<file path="src/hdl/tme_pkg.sv">
// Shared types, widths and opcode constants for the toy memory ISA executor.
`timescale 1ns / 1ps
`default_nettype none

package tme_pkg;

    localparam int DATA_W    = 32;
    localparam int PC_W      = 11;
    localparam int VAR_IDX_W = 6;
    localparam int LIT_W     = 31;
    localparam int OPC_W     = 4;
    localparam int STEP_W    = 5;

    // Opcodes
    localparam logic [OPC_W-1:0] OP_HALT  = 4'd0;
    localparam logic [OPC_W-1:0] OP_PRINT = 4'd1;
    localparam logic [OPC_W-1:0] OP_SET   = 4'd2;
    localparam logic [OPC_W-1:0] OP_ADD   = 4'd3;
    localparam logic [OPC_W-1:0] OP_SUB   = 4'd4;
    localparam logic [OPC_W-1:0] OP_MUL   = 4'd5;
    localparam logic [OPC_W-1:0] OP_DIV   = 4'd6;
    localparam logic [OPC_W-1:0] OP_JMP   = 4'd7;
    localparam logic [OPC_W-1:0] OP_JZ    = 4'd8;

    // Last step of a multiply or divide sweep
    localparam logic [STEP_W-1:0] LAST_STEP = STEP_W'(DATA_W - 1);

    typedef struct packed {
        logic [OPC_W-1:0]     opcode;
        logic                 first_is_literal;
        logic [LIT_W-1:0]     first_literal;
        logic [VAR_IDX_W-1:0] first_variable;
        logic                 second_is_literal;
        logic [LIT_W-1:0]     second_literal;
        logic [VAR_IDX_W-1:0] second_variable;
    } tme_instr_t;

    typedef struct packed {
        logic [PC_W-1:0]          next_pc;
        logic                     print_valid;
        logic signed [DATA_W-1:0] print_value;
        logic                     halted;
        logic                     finished;
        logic                     divide_by_zero;
        logic                     unknown_opcode;
    } tme_result_t;

    typedef logic [PC_W-1:0] tme_cfg_t;

    // Request to the shared adder/subtractor
    typedef struct packed {
        logic [DATA_W-1:0] op_a;
        logic [DATA_W-1:0] op_b;
        logic              subtract;
    } tme_alu_req_t;

    typedef struct packed {
        logic [DATA_W-1:0] sum;
        logic              carry;
    } tme_alu_rsp_t;

    typedef enum logic [3:0] {
        S_IDLE,
        S_READ_A,
        S_READ_B,
        S_EXEC,
        S_MUL_STEP,
        S_DIV_NEGB,
        S_DIV_STEP,
        S_DIV_FIX,
        S_COMMIT,
        S_FINISH
    } tme_state_t;

endpackage

`default_nettype wire

</file>
<file path="src/hdl/tme_stream_if.sv">
// Valid/ready channel carrying one request payload.
`timescale 1ns / 1ps
`default_nettype none

interface tme_stream_if #(
    parameter type payload_t = logic
) ();
    logic     valid;
    logic     ready;
    payload_t data;

    modport source (output valid, output data, input ready);
    modport sink   (input valid, input data, output ready);
endinterface

`default_nettype wire

</file>
<file path="src/hdl/tme_ram.sv">
// Generic single-write, single-read RAM with registered read data.
`timescale 1ns / 1ps
`default_nettype none

module tme_ram #(
    parameter int WIDTH = 32,
    parameter int DEPTH = 64
) (
    input  wire logic                     clk,
    input  wire logic                     we,
    input  wire logic [$clog2(DEPTH)-1:0] waddr,
    input  wire logic [WIDTH-1:0]         wdata,
    input  wire logic                     re,
    input  wire logic [$clog2(DEPTH)-1:0] raddr,
    output logic      [WIDTH-1:0]         rdata
);

    logic [WIDTH-1:0] mem [DEPTH];

    // Write port
    always_ff @(posedge clk)
    begin
        if (we)
        begin
            mem[waddr] <= wdata;
        end
    end

    // Registered read port
    always_ff @(posedge clk)
    begin
        if (re)
        begin
            rdata <= mem[raddr];
        end
    end

endmodule

`default_nettype wire

</file>
<file path="src/hdl/tme_alu.sv">
// Shared 32-bit adder/subtractor with carry out, used by every arithmetic step.
`timescale 1ns / 1ps
`default_nettype none

module tme_alu
    import tme_pkg::*;
(
    input  wire tme_alu_req_t req,
    output tme_alu_rsp_t      rsp
);

    logic [DATA_W-1:0] operand_b;
    logic [DATA_W:0]   total;

    // Invert and add one for subtraction; carry set means no borrow
    assign operand_b = req.subtract ? ~req.op_b : req.op_b;
    assign total     = {1'b0, req.op_a} + {1'b0, operand_b} + (DATA_W + 1)'(req.subtract);
    assign rsp.sum   = total[DATA_W-1:0];
    assign rsp.carry = total[DATA_W];

endmodule

`default_nettype wire

</file>
<file path="src/hdl/tme_core.sv">
// Instruction sequencer: operand fetch, iterative multiply/divide, commit and result register.
`timescale 1ns / 1ps
`default_nettype none

module tme_core
    import tme_pkg::*;
#(
    parameter int NUM_VARIABLES = 64,
    parameter int PROGRAM_DEPTH = 1024,
    parameter int NUM_STORE     = 64,
    parameter int SA            = 6
) (
    input  wire logic          clk,
    input  wire logic          rst_n,
    tme_stream_if.sink         instr,
    tme_stream_if.source       result,
    tme_stream_if.sink         cfg,
    output logic               ram_we,
    output logic [SA-1:0]      ram_waddr,
    output logic [DATA_W-1:0]  ram_wdata,
    output logic               ram_re,
    output logic [SA-1:0]      ram_raddr,
    input  wire logic [DATA_W-1:0] ram_rdata,
    output tme_alu_req_t       alu_req,
    input  wire tme_alu_rsp_t  alu_rsp
);

    localparam logic [DATA_W-1:0] NUM_VARS_W = DATA_W'(NUM_VARIABLES);
    localparam int MAX_LEN       = 2 ** PC_W - 1;
    localparam int DEPTH_CAP_INT = (PROGRAM_DEPTH > MAX_LEN) ? MAX_LEN : PROGRAM_DEPTH;
    localparam logic [PC_W-1:0] DEPTH_CAP = PC_W'(DEPTH_CAP_INT);

    typedef struct packed {
        logic wr;
        logic print;
        logic halt;
        logic dz;
        logic unk;
        logic jump;
    } flags_t;

    tme_state_t        state_reg,   state_next;
    tme_instr_t        ins_reg,     ins_next;
    logic [DATA_W-1:0] cur_reg,     cur_next;
    logic [DATA_W-1:0] b_reg,       b_next;
    logic [DATA_W-1:0] acc_reg,     acc_next;
    logic [DATA_W-1:0] aux_reg,     aux_next;
    logic [DATA_W-1:0] mop_reg,     mop_next;
    logic [STEP_W-1:0] cnt_reg,     cnt_next;
    logic              negq_reg,    negq_next;
    logic              rd_ok_reg,   rd_ok_next;
    flags_t            flags_reg,   flags_next;
    logic [PC_W-1:0]   pc_reg,      pc_next;
    logic              stopped_reg, stopped_next;
    logic [PC_W-1:0]   len_reg,     len_next;
    logic [NUM_STORE-1:0] valid_reg, valid_next;
    tme_result_t       pend_reg,    pend_next;
    tme_result_t       out_reg,     out_next;
    logic              out_valid_reg, out_valid_next;

    logic [DATA_W-1:0] a_value;
    logic [PC_W-1:0]   pc_plus;
    logic [PC_W-1:0]   cfg_len;
    logic              jump_out;
    logic [DATA_W-1:0] rem_shift;
    logic [DATA_W-1:0] quo_shift;
    logic [PC_W-1:0]   commit_pc;
    logic              commit_fin;

    function automatic logic in_range(input logic [VAR_IDX_W-1:0] idx);
        in_range = DATA_W'(idx) < NUM_VARS_W;
    endfunction

    function automatic logic var_ok(input logic [VAR_IDX_W-1:0] idx,
                                    input logic [NUM_STORE-1:0] vbits);
        var_ok = in_range(idx) && vbits[idx[SA-1:0]];
    endfunction

    assign instr.ready = (state_reg == S_IDLE);
    assign cfg.ready   = 1'b1;
    assign result.valid = out_valid_reg;
    assign result.data  = out_reg;

    // First operand and pc helpers
    assign a_value  = ins_reg.first_is_literal ? {1'b0, ins_reg.first_literal} : cur_reg;
    assign pc_plus  = pc_reg + PC_W'(1);
    assign cfg_len  = (cfg.data > DEPTH_CAP) ? DEPTH_CAP : cfg.data;
    assign jump_out = acc_reg[DATA_W-1] || (acc_reg[DATA_W-1:PC_W] != '0)
                      || (acc_reg[PC_W-1:0] >= len_reg);
    assign rem_shift = {acc_reg[DATA_W-2:0], aux_reg[DATA_W-1]};
    assign quo_shift = {aux_reg[DATA_W-2:0], 1'b0};

    // Resolve the next pc and the end-of-run flag at commit
    always_comb
    begin
        commit_pc  = pc_plus;
        commit_fin = (pc_plus >= len_reg);
        if (flags_reg.halt)
        begin
            commit_pc  = pc_reg;
            commit_fin = 1'b0;
        end
        else if (flags_reg.jump)
        begin
            commit_pc  = jump_out ? len_reg : acc_reg[PC_W-1:0];
            commit_fin = jump_out;
        end
    end

    // Sequencer: next state and datapath controls
    always_comb
    begin
        state_next     = state_reg;
        ins_next       = ins_reg;
        cur_next       = cur_reg;
        b_next         = b_reg;
        acc_next       = acc_reg;
        aux_next       = aux_reg;
        mop_next       = mop_reg;
        cnt_next       = cnt_reg;
        negq_next      = negq_reg;
        rd_ok_next     = rd_ok_reg;
        flags_next     = flags_reg;
        pc_next        = pc_reg;
        stopped_next   = stopped_reg;
        len_next       = len_reg;
        valid_next     = valid_reg;
        pend_next      = pend_reg;
        out_next       = out_reg;
        out_valid_next = out_valid_reg && !result.ready;
        ram_re         = 1'b0;
        ram_raddr      = '0;
        ram_we         = 1'b0;
        ram_waddr      = ins_reg.first_variable[SA-1:0];
        ram_wdata      = acc_reg;
        alu_req        = '0;

        unique case (state_reg)
            S_IDLE:
            begin
                if (instr.valid)
                begin
                    ins_next = instr.data;
                    if (stopped_reg || (pc_reg >= len_reg))
                    begin
                        // Ignore the request: the run is already over
                        stopped_next = 1'b1;
                        pend_next    = '{next_pc: pc_reg, print_valid: 1'b0,
                                         print_value: '0, halted: 1'b0, finished: 1'b1,
                                         divide_by_zero: 1'b0, unknown_opcode: 1'b0};
                        state_next   = S_FINISH;
                    end
                    else
                    begin
                        ram_re     = 1'b1;
                        ram_raddr  = instr.data.first_variable[SA-1:0];
                        rd_ok_next = var_ok(instr.data.first_variable, valid_reg);
                        state_next = S_READ_A;
                    end
                end
            end

            S_READ_A:
            begin
                // Take the destination's value, fetch the second variable
                cur_next   = rd_ok_reg ? ram_rdata : '0;
                ram_re     = 1'b1;
                ram_raddr  = ins_reg.second_variable[SA-1:0];
                rd_ok_next = var_ok(ins_reg.second_variable, valid_reg);
                state_next = S_READ_B;
            end

            S_READ_B:
            begin
                if (ins_reg.second_is_literal)
                begin
                    b_next = {1'b0, ins_reg.second_literal};
                end
                else
                begin
                    b_next = rd_ok_reg ? ram_rdata : '0;
                end
                state_next = S_EXEC;
            end

            S_EXEC:
            begin
                flags_next = '0;
                state_next = S_COMMIT;
                case (ins_reg.opcode)
                    OP_HALT:
                    begin
                        flags_next.halt = 1'b1;
                    end
                    OP_PRINT:
                    begin
                        flags_next.print = 1'b1;
                        acc_next         = a_value;
                    end
                    OP_SET:
                    begin
                        flags_next.wr = 1'b1;
                        acc_next      = b_reg;
                    end
                    OP_ADD, OP_SUB:
                    begin
                        alu_req.op_a     = cur_reg;
                        alu_req.op_b     = b_reg;
                        alu_req.subtract = (ins_reg.opcode == OP_SUB);
                        flags_next.wr    = 1'b1;
                        acc_next         = alu_rsp.sum;
                    end
                    OP_MUL:
                    begin
                        flags_next.wr = 1'b1;
                        acc_next      = '0;
                        aux_next      = cur_reg;
                        mop_next      = b_reg;
                        cnt_next      = '0;
                        state_next    = S_MUL_STEP;
                    end
                    OP_DIV:
                    begin
                        if (b_reg == '0)
                        begin
                            flags_next.dz = 1'b1;
                        end
                        else
                        begin
                            // Take the dividend's magnitude
                            alu_req.op_a     = '0;
                            alu_req.op_b     = cur_reg;
                            alu_req.subtract = 1'b1;
                            aux_next         = cur_reg[DATA_W-1] ? alu_rsp.sum : cur_reg;
                            negq_next        = cur_reg[DATA_W-1] ^ b_reg[DATA_W-1];
                            flags_next.wr    = 1'b1;
                            state_next       = S_DIV_NEGB;
                        end
                    end
                    OP_JMP:
                    begin
                        flags_next.jump = 1'b1;
                        acc_next        = a_value;
                    end
                    OP_JZ:
                    begin
                        flags_next.jump = (a_value == '0);
                        acc_next        = b_reg;
                    end
                    default:
                    begin
                        flags_next.unk = 1'b1;
                    end
                endcase
            end

            S_MUL_STEP:
            begin
                // Shift and add one multiplier bit
                alu_req.op_a = acc_reg;
                alu_req.op_b = aux_reg;
                if (mop_reg[0])
                begin
                    acc_next = alu_rsp.sum;
                end
                aux_next = {aux_reg[DATA_W-2:0], 1'b0};
                mop_next = {1'b0, mop_reg[DATA_W-1:1]};
                cnt_next = cnt_reg + STEP_W'(1);
                if (cnt_reg == LAST_STEP)
                begin
                    state_next = S_COMMIT;
                end
            end

            S_DIV_NEGB:
            begin
                // Take the divisor's magnitude, clear the remainder
                alu_req.op_a     = '0;
                alu_req.op_b     = b_reg;
                alu_req.subtract = 1'b1;
                mop_next         = b_reg[DATA_W-1] ? alu_rsp.sum : b_reg;
                acc_next         = '0;
                cnt_next         = '0;
                state_next       = S_DIV_STEP;
            end

            S_DIV_STEP:
            begin
                // Restoring step: trial subtract of the divisor
                alu_req.op_a     = rem_shift;
                alu_req.op_b     = mop_reg;
                alu_req.subtract = 1'b1;
                if (alu_rsp.carry)
                begin
                    acc_next = alu_rsp.sum;
                    aux_next = quo_shift | DATA_W'(1);
                end
                else
                begin
                    acc_next = rem_shift;
                    aux_next = quo_shift;
                end
                cnt_next = cnt_reg + STEP_W'(1);
                if (cnt_reg == LAST_STEP)
                begin
                    state_next = S_DIV_FIX;
                end
            end

            S_DIV_FIX:
            begin
                // Apply the quotient's sign
                alu_req.op_a     = '0;
                alu_req.op_b     = aux_reg;
                alu_req.subtract = 1'b1;
                acc_next         = negq_reg ? alu_rsp.sum : aux_reg;
                state_next       = S_COMMIT;
            end

            S_COMMIT:
            begin
                // Write back the variable and advance the pc
                if (flags_reg.wr && in_range(ins_reg.first_variable))
                begin
                    ram_we = 1'b1;
                    valid_next[ins_reg.first_variable[SA-1:0]] = 1'b1;
                end
                pc_next      = commit_pc;
                stopped_next = flags_reg.halt || commit_fin;
                pend_next    = '{next_pc: commit_pc, print_valid: flags_reg.print,
                                 print_value: flags_reg.print ? acc_reg : '0,
                                 halted: flags_reg.halt, finished: commit_fin,
                                 divide_by_zero: flags_reg.dz,
                                 unknown_opcode: flags_reg.unk};
                state_next   = S_FINISH;
            end

            S_FINISH:
            begin
                // Hold until the result register is free
                if (!out_valid_reg || result.ready)
                begin
                    out_next       = pend_reg;
                    out_valid_next = 1'b1;
                    state_next     = S_IDLE;
                end
            end
        endcase

        // Load a new program length
        if (cfg.valid)
        begin
            len_next     = cfg_len;
            pc_next      = '0;
            stopped_next = 1'b0;
        end
    end

    // Control state
    always_ff @(posedge clk or negedge rst_n)
    begin
        if (!rst_n)
        begin
            state_reg     <= S_IDLE;
            pc_reg        <= '0;
            stopped_reg   <= 1'b0;
            len_reg       <= '0;
            valid_reg     <= '0;
            out_valid_reg <= 1'b0;
            flags_reg     <= '0;
            cnt_reg       <= '0;
            rd_ok_reg     <= 1'b0;
        end
        else
        begin
            state_reg     <= state_next;
            pc_reg        <= pc_next;
            stopped_reg   <= stopped_next;
            len_reg       <= len_next;
            valid_reg     <= valid_next;
            out_valid_reg <= out_valid_next;
            flags_reg     <= flags_next;
            cnt_reg       <= cnt_next;
            rd_ok_reg     <= rd_ok_next;
        end
    end

    // Datapath registers
    always_ff @(posedge clk)
    begin
        ins_reg  <= ins_next;
        cur_reg  <= cur_next;
        b_reg    <= b_next;
        acc_reg  <= acc_next;
        aux_reg  <= aux_next;
        mop_reg  <= mop_next;
        negq_reg <= negq_next;
        pend_reg <= pend_next;
        out_reg  <= out_next;
    end

endmodule

`default_nettype wire

</file>
<file path="src/hdl/toy_memory_isa_executor.sv">
// Top level of the toy memory ISA executor: sequencer, variable RAM and shared ALU.
//
// Channels: instr takes one decoded instruction per request, result returns
// exactly one result request per instruction, cfg writes the program length
// (which also restarts the run at pc zero and keeps the variables).
// The sequencer walks through operand fetch on the single RAM read port and
// the one shared adder/subtractor: MUL runs 32 shift-add steps, DIV runs two
// sign steps, 32 restoring steps and one sign fix, and an instruction after
// the run has ended goes straight to the finish state. That state loads the
// result into the output register. instr is not ready while an instruction
// is in progress; a held result does not block the next acceptance, only the
// delivery of the next result. Reset clears the pc, the stop flag, the length
// and the valid bits of the variable store, so every variable reads as zero
// until written.
`timescale 1ns / 1ps
`default_nettype none

module toy_memory_isa_executor
    import tme_pkg::*;
#(
    parameter int NUM_VARIABLES = 64,
    parameter int PROGRAM_DEPTH = 1024
) (
    input  wire logic    clk,
    input  wire logic    rst_n,
    tme_stream_if.sink   instr,
    tme_stream_if.source result,
    tme_stream_if.sink   cfg
);

    // Only indices reachable by the 6-bit operand fields get storage
    localparam int REACH     = 2 ** VAR_IDX_W;
    localparam int NUM_STORE = (NUM_VARIABLES < REACH) ? NUM_VARIABLES : REACH;
    localparam int SA        = $clog2(NUM_STORE);

    logic              ram_we;
    logic [SA-1:0]     ram_waddr;
    logic [DATA_W-1:0] ram_wdata;
    logic              ram_re;
    logic [SA-1:0]     ram_raddr;
    logic [DATA_W-1:0] ram_rdata;
    tme_alu_req_t      alu_req;
    tme_alu_rsp_t      alu_rsp;

    tme_core #(
        .NUM_VARIABLES (NUM_VARIABLES),
        .PROGRAM_DEPTH (PROGRAM_DEPTH),
        .NUM_STORE     (NUM_STORE),
        .SA            (SA)
    ) u_core (
        .clk       (clk),
        .rst_n     (rst_n),
        .instr     (instr),
        .result    (result),
        .cfg       (cfg),
        .ram_we    (ram_we),
        .ram_waddr (ram_waddr),
        .ram_wdata (ram_wdata),
        .ram_re    (ram_re),
        .ram_raddr (ram_raddr),
        .ram_rdata (ram_rdata),
        .alu_req   (alu_req),
        .alu_rsp   (alu_rsp)
    );

    tme_ram #(
        .WIDTH (DATA_W),
        .DEPTH (NUM_STORE)
    ) u_var_ram (
        .clk   (clk),
        .we    (ram_we),
        .waddr (ram_waddr),
        .wdata (ram_wdata),
        .re    (ram_re),
        .raddr (ram_raddr),
        .rdata (ram_rdata)
    );

    tme_alu u_alu (
        .req (alu_req),
        .rsp (alu_rsp)
    );

endmodule

`default_nettype wire

</file>
<file path="src/flat_wrapper.sv">
// flat-port wrapper written by rule: the top's interface ports become plain ports
module toy_memory_isa_executor_flat import tme_pkg::*;
#(
    parameter int NUM_VARIABLES = 64,
    parameter int PROGRAM_DEPTH = 1024
)
  (clk, rst_n, instr_valid, instr_data, instr_ready, result_valid, result_data, result_ready, cfg_valid, cfg_data, cfg_ready);
  tme_stream_if #(.payload_t(tme_instr_t)) instr_i ();
  tme_stream_if #(.payload_t(tme_result_t)) result_i ();
  tme_stream_if #(.payload_t(tme_cfg_t)) cfg_i ();
  input  wire logic clk;
  input  wire logic rst_n;
  input wire logic [$bits(instr_i.valid)-1:0] instr_valid;
  input wire logic [$bits(instr_i.data)-1:0] instr_data;
  output wire logic [$bits(instr_i.ready)-1:0] instr_ready;
  output wire logic [$bits(result_i.valid)-1:0] result_valid;
  output wire logic [$bits(result_i.data)-1:0] result_data;
  input wire logic [$bits(result_i.ready)-1:0] result_ready;
  input wire logic [$bits(cfg_i.valid)-1:0] cfg_valid;
  input wire logic [$bits(cfg_i.data)-1:0] cfg_data;
  output wire logic [$bits(cfg_i.ready)-1:0] cfg_ready;
  assign instr_i.valid = instr_valid;
  assign instr_i.data = instr_data;
  assign instr_ready = instr_i.ready;
  assign result_valid = result_i.valid;
  assign result_data = result_i.data;
  assign result_i.ready = result_ready;
  assign cfg_i.valid = cfg_valid;
  assign cfg_i.data = cfg_data;
  assign cfg_ready = cfg_i.ready;
  toy_memory_isa_executor #(.NUM_VARIABLES(NUM_VARIABLES), .PROGRAM_DEPTH(PROGRAM_DEPTH)) u_core (.clk(clk), .rst_n(rst_n), .instr(instr_i), .result(result_i), .cfg(cfg_i));
endmodule
</file>
<file path="config.mk">
export PLATFORM = sky130hd
export DESIGN_NAME = toy_memory_isa_executor_flat
export DESIGN_NICKNAME = d
export VERILOG_FILES = /design/src/hdl/tme_pkg.sv /design/src/hdl/tme_stream_if.sv /design/src/hdl/tme_ram.sv /design/src/hdl/tme_alu.sv /design/src/hdl/tme_core.sv /design/src/hdl/toy_memory_isa_executor.sv /design/src/flat_wrapper.sv
export SDC_FILE = /design/constraint.sdc
export NUM_CORES = 2
export LEC_CHECK = 0
export BUFFER_PORTS_ARGS = -buffer_cell sky130_fd_sc_hd__buf_2
export CORE_UTILIZATION = 67
export DETAILED_ROUTE_END_ITERATION = 16
export HOLD_SLACK_MARGIN = 0.08
export PLACE_DENSITY = 0.84
export SLEW_MARGIN = 15
export SYNTH_ARGS = -nofsm -noshare
export SYNTH_HDL_FRONTEND = slang
export SYNTH_HIERARCHICAL = 1
export SYNTH_SLANG_ARGS = --single-unit
</file>
<file path="constraint.sdc">
create_clock -name clk -period 8.55 [get_ports clk]
set_input_delay 1.2825 -clock clk [delete_from_list [all_inputs] [get_ports clk]]
set_output_delay 1.2825 -clock clk [all_outputs]
set_load 0.02 [all_outputs]
</file>
==> impl_results.html <==
<table>
<tr><th>Metric</th><th>Value</th></tr>
<tr><th colspan="2">Status</th></tr>
<tr><td>Outcome</td><td>finished clean</td></tr>
<tr><th colspan="2">Timing</th></tr>
<tr><td>Maximum clock rate</td><td>0.143 GHz</td></tr>
<tr><td># setup viols final</td><td>0</td></tr>
<tr><td>Measured slew at the worst slew-check pin</td><td>1.25 ns</td></tr>
<tr><td>Relative slew slack</td><td>16.1%</td></tr>
<tr><td>Final hold violation count</td><td>0</td></tr>
<tr><td>Setup TNS after final layout</td><td>0 ns</td></tr>
<tr><td>Shortest period the worst path allows</td><td>7.00 ns</td></tr>
<tr><td>Fin crit share</td><td>81.8%</td></tr>
<tr><td>Final Slew Violations</td><td>0</td></tr>
<tr><td>Setup repair after global routing missed its margin</td><td>false</td></tr>
<tr><td>Setup Skew</td><td>0.0424 ns</td></tr>
<tr><th colspan="2">Detailed routing</th></tr>
<tr><td>DRC</td><td>0</td></tr>
<tr><td>Number of design-rule violations left by the first detailed-router iteration</td><td>12148</td></tr>
<tr><td>First-pass iteration count of the detailed router</td><td>15</td></tr>
<tr><td>Final Routed Wirelength</td><td>323 mm</td></tr>
<tr><td>Post-DR wirelength/cell</td><td>40.5 µm</td></tr>
<tr><td>DR vias</td><td>62430</td></tr>
<tr><td>Via-per-instance ratio</td><td>7.82</td></tr>
<tr><td>Remaining number of nets flagged by the antenna check after routing</td><td>0</td></tr>
<tr><th colspan="2">Yosys</th></tr>
<tr><td>Top cell type's share of synthesized area</td><td>69.8%</td></tr>
<tr><td>Leading cell types by count after synthesis</td><td>sky130_fd_sc_hd__edfxtp_1 (2417), sky130_fd_sc_hd__mux4_2 (575), sky130_fd_sc_hd__nor2_1 (265)</td></tr>
<tr><td>Count leader, synth</td><td>sky130_fd_sc_hd__edfxtp_1</td></tr>
<tr><td>Synth Register Bits</td><td>2521</td></tr>
<tr><td>Dominant cell type by area after synthesis</td><td>sky130_fd_sc_hd__edfxtp_1</td></tr>
<tr><td>Share of synthesized registers carrying an async set or reset</td><td>4.13%</td></tr>
<tr><td>Ys Warns</td><td>6</td></tr>
<tr><td>Count of flip-flops with a built-in enable after synthesis</td><td>2417</td></tr>
<tr><td>Top area cells in the synthesized netlist</td><td>sky130_fd_sc_hd__edfxtp_1 (70%), sky130_fd_sc_hd__mux4_2 (12%), sky130_fd_sc_hd__dfrtp_1 (2.5%)</td></tr>
<tr><td>Post-synthesis instance area</td><td>104000 µm²</td></tr>
<tr><td>Cell count after synthesis</td><td>5516</td></tr>
<tr><td>Part of the Yosys area used for sequential elements</td><td>72.4%</td></tr>
<tr><td>Number of distinct library cell variants in the gate-level netlist after synthesis</td><td>96</td></tr>
<tr><td>Net count after synthesis</td><td>5683</td></tr>
<tr><td>Post-synthesis average cell area</td><td>about 19 µm²</td></tr>
<tr><td>Main synth FF type</td><td>sky130_fd_sc_hd__edfxtp_1</td></tr>
<tr><th colspan="2">Clock tree</th></tr>
<tr><td>Total clock buffers created by CTS</td><td>226</td></tr>
<tr><td>Clock insertion delay at the later pin of the skew report</td><td>0.89 ns</td></tr>
<tr><td>Number of hold buffers added after cts</td><td>0</td></tr>
<tr><td>CTS tree</td><td>done</td></tr>
<tr><td>Post-CTS setup-driven buffer insertion count</td><td>0</td></tr>
<tr><td>Clock edge transition at the registers on the reported setup and hold paths</td><td>around 0.080 ns</td></tr>
<tr><td>CTS H-tree lvls</td><td>4</td></tr>
<tr><td>Number of sinks driven by the clock tree</td><td>2521</td></tr>
<tr><td>Max Buffers Root-to-Sink</td><td>3</td></tr>
<tr><td>Post_cts resized</td><td>0</td></tr>
<tr><td>Root buf cell</td><td>sky130_fd_sc_hd__clkbuf_16</td></tr>
<tr><th colspan="2">Power and ir drop</th></tr>
<tr><td>Largest vdd supply drop</td><td>around 0.27 mV</td></tr>
<tr><td>Power Dens Cells</td><td>325 nW/µm²</td></tr>
<tr><td>Total leakage power</td><td>~38 nW</td></tr>
<tr><th colspan="2">Global routing</th></tr>
<tr><td>Total global routing overflow</td><td>0</td></tr>
<tr><td>Number of antenna violations at the first check in global routing</td><td>21</td></tr>
<tr><td>Vias in the first global route</td><td>61648</td></tr>
<tr><td>First-pass GRT wire length</td><td>454 mm</td></tr>
<tr><td>Total track usage</td><td>41.5%</td></tr>
<tr><td>Largest net degree at the start of global routing</td><td>115</td></tr>
<tr><th colspan="2">Worst setup path</th></tr>
<tr><td>Arrival time worst endpoint</td><td>7.69 ns</td></tr>
<tr><td>Worst Setup SP</td><td>u_core/u_core/b_reg[6]</td></tr>
<tr><td>Worst-path fanout max</td><td>32</td></tr>
<tr><td>Crit path required time</td><td>between 9 and 10 ns</td></tr>
<tr><td>Crit path to</td><td>u_core/u_core/ram_wdata[20]</td></tr>
<tr><td>Worst Path Class, Setup</td><td>register to register</td></tr>
<tr><td>Cells on worst reg2reg path</td><td>22</td></tr>
<tr><td>Setup slack, reg-to-reg</td><td>around 1.6 ns</td></tr>
<tr><td>Destination of the worst register-to-register timing path</td><td>u_core/u_core/ram_wdata[20]</td></tr>
<tr><td>Sort of element at the end of the critical path</td><td>register</td></tr>
<tr><td>Startpoint of the worst register-to-register path</td><td>u_core/u_core/b_reg[6]</td></tr>
<tr><td>Category of the worst setup path launch point</td><td>register</td></tr>
<tr><th colspan="2">Worst hold path</th></tr>
<tr><td>Path category of the worst min-delay check</td><td>input pin to asynchronous set/reset pin</td></tr>
<tr><th colspan="2">Die</th></tr>
<tr><td>Die height</td><td>396 µm</td></tr>
<tr><td>Horiz. Die Dim</td><td>396 µm</td></tr>
<tr><td>Effective utilization at floorplan</td><td>67.5%</td></tr>
<tr><td>IO Pins</td><td>147</td></tr>
<tr><td>Core region area</td><td>154000 µm²</td></tr>
<tr><td>Row count</td><td>roughly 140</td></tr>
<tr><td>Area of the die</td><td>between 150000 and 200000 µm²</td></tr>
<tr><th colspan="2">Placed design</th></tr>
<tr><td>Gp weighted congestion</td><td>0.995</td></tr>
<tr><td>Placed cells</td><td>7546</td></tr>
<tr><td>HPWL after DPL</td><td>169 mm</td></tr>
<tr><td>Port Buf Inserts</td><td>145</td></tr>
<tr><th colspan="2">Layout</th></tr>
<tr><td>Final instance count without filler cells</td><td>7982</td></tr>
<tr><td>Filler Cell Count</td><td>7628</td></tr>
<tr><td>Area growth from synthesis to layout</td><td>11.1%</td></tr>
<tr><td>Fraction of layout cells with a size suffix above 1</td><td>24.8%</td></tr>
<tr><td>Layout Nets</td><td>5901</td></tr>
<tr><td>Max FFs per register</td><td>about 2000</td></tr>
<tr><th colspan="2">Run</th></tr>
<tr><td>Number of maximum-capacitance constraint violations</td><td>0</td></tr>
</table>
==> worst min-delay path by stage <==
stage	to	cells after the start
2_1_floorplan	u_core/u_core/result.data[0]	0
3_3_place_gp	u_core/u_core/result.data[44]	0
3_5_place_dp	u_core/u_core/result.data[3]	0
4_1_cts	u_core/u_core/pc_reg[2]	1
5_1_grt	u_core/u_core/pc_reg[2]	1
6_report	u_core/u_core/valid_reg[39]	1
==> cell usage in the layout, fill, tap and decap left out, types with 63 or more instances in the layout <==
master                      count
sky130_fd_sc_hd__clkbuf_16    228
sky130_fd_sc_hd__nand2_1      135
sky130_fd_sc_hd__mux2i_1      199
sky130_fd_sc_hd__dfrtp_1      102
sky130_fd_sc_hd__edfxtp_1    2417
sky130_fd_sc_hd__ha_1          70
sky130_fd_sc_hd__o21bai_1      67
sky130_fd_sc_hd__mux4_2       575
sky130_fd_sc_hd__nor2_1       199
sky130_fd_sc_hd__o22ai_1      125
sky130_fd_sc_hd__mux2_2        64
sky130_fd_sc_hd__o21ai_0       79
sky130_fd_sc_hd__a222oi_1      63
sky130_fd_sc_hd__inv_1         88
sky130_fd_sc_hd__a21oi_1      207
sky130_fd_sc_hd__nor2_4        63
sky130_fd_sc_hd__buf_4        178
sky130_fd_sc_hd__buf_2        144
==> routing by layer <==
metal  global-route usage, %  vias to the layer above  wire (µm)
met5                  0.0924                        -        274
met4                    27.2                       32      26700
met2                    62.8                     6833     148000
li1                        -                    23200          -
met3                    13.2                     1568      50500
met1                    52.2                    30797      98400
==> cells by family after synthesis <==
group	share of synthesized area, %
DFF	72.4
and+or+nand+nor	3.42
buffers and inverters	1.90
AOI/OAI and AO/OA	5.77
xor gates and xnor gates	0.582
other	0.00361
muxes	15.1
adders and majority gates	0.862
==> through the flow <==
stage / utilization [%] / power, mW / instance area [µm²] / setup WS, ns / hold WS [ns]
after floorplan: - / 22.4 / 104000 / 3.05 / 0.400
after global placement: 69.9 / 25.8 / 108000 / 2.17 / 0.402
after detailed placement: 69.9 / 26.2 / 108000 / 2.06 / 0.405
after CTS: 74.9 / 36.9 / 115000 / 2.00 / 0.296
after global routing: 74.9 / 38.1 / 115000 / 1.55 / 0.336
final: 74.9 / 37.6 / 115000 / 1.55 / 0.321
==> critical path: stages (launching register included) <==
cell and delay, ns:
sky130_fd_sc_hd__edfxtp_1 0.50, sky130_fd_sc_hd__nor4_1 0.71, sky130_fd_sc_hd__nand4_1 0.24, sky130_fd_sc_hd__nor2_1 0.47, sky130_fd_sc_hd__nand2_1 0.12, sky130_fd_sc_hd__nand3_1 0.14
sky130_fd_sc_hd__o21ai_4 0.07, sky130_fd_sc_hd__buf_4 0.34, sky130_fd_sc_hd__xor2_1 0.25, sky130_fd_sc_hd__ha_1 0.44, sky130_fd_sc_hd__a21oi_1 0.19, sky130_fd_sc_hd__o22ai_1 0.11
sky130_fd_sc_hd__or3_1 0.33, sky130_fd_sc_hd__o21ai_2 0.27, sky130_fd_sc_hd__o2bb2ai_2 0.19, sky130_fd_sc_hd__a31oi_1 0.19, sky130_fd_sc_hd__nor2_1 0.12, sky130_fd_sc_hd__nor3_4 1.00
sky130_fd_sc_hd__buf_4 0.40, sky130_fd_sc_hd__a221oi_1 0.14, sky130_fd_sc_hd__nor2_1 0.17, sky130_fd_sc_hd__nor2_1 0.07, sky130_fd_sc_hd__a221oi_1 0.26
==> report_power, final <==
group | switching, mW | internal (mW)
Sequential | 0.733 | 15.0
Clock | 4.78 | 5.86
Combinational | 7.29 | 3.87
Total | 12.8 | 24.8
==> final cells by class <==
| cell class | count | area, µm² | area share [%] |
|---|---|---|---|
| Tap cell | 2044 | 2560 | 2.22 |
| Multi-Input combinational cell | 2560 | 27400 | 23.8 |
| Clock inverter | 155 | 1680 | 1.46 |
| Inverter | 89 | 335 | 0.290 |
| Antenna cell | 9 | 22.5 | 0.0195 |
| Timing Repair Buffer | 336 | 2320 | 2.01 |
| Clock buffer | 268 | 5930 | 5.13 |
| Sequential cell | 2521 | 75200 | 65.1 |
Note: power is estimated with default switching activity, not from simulation.
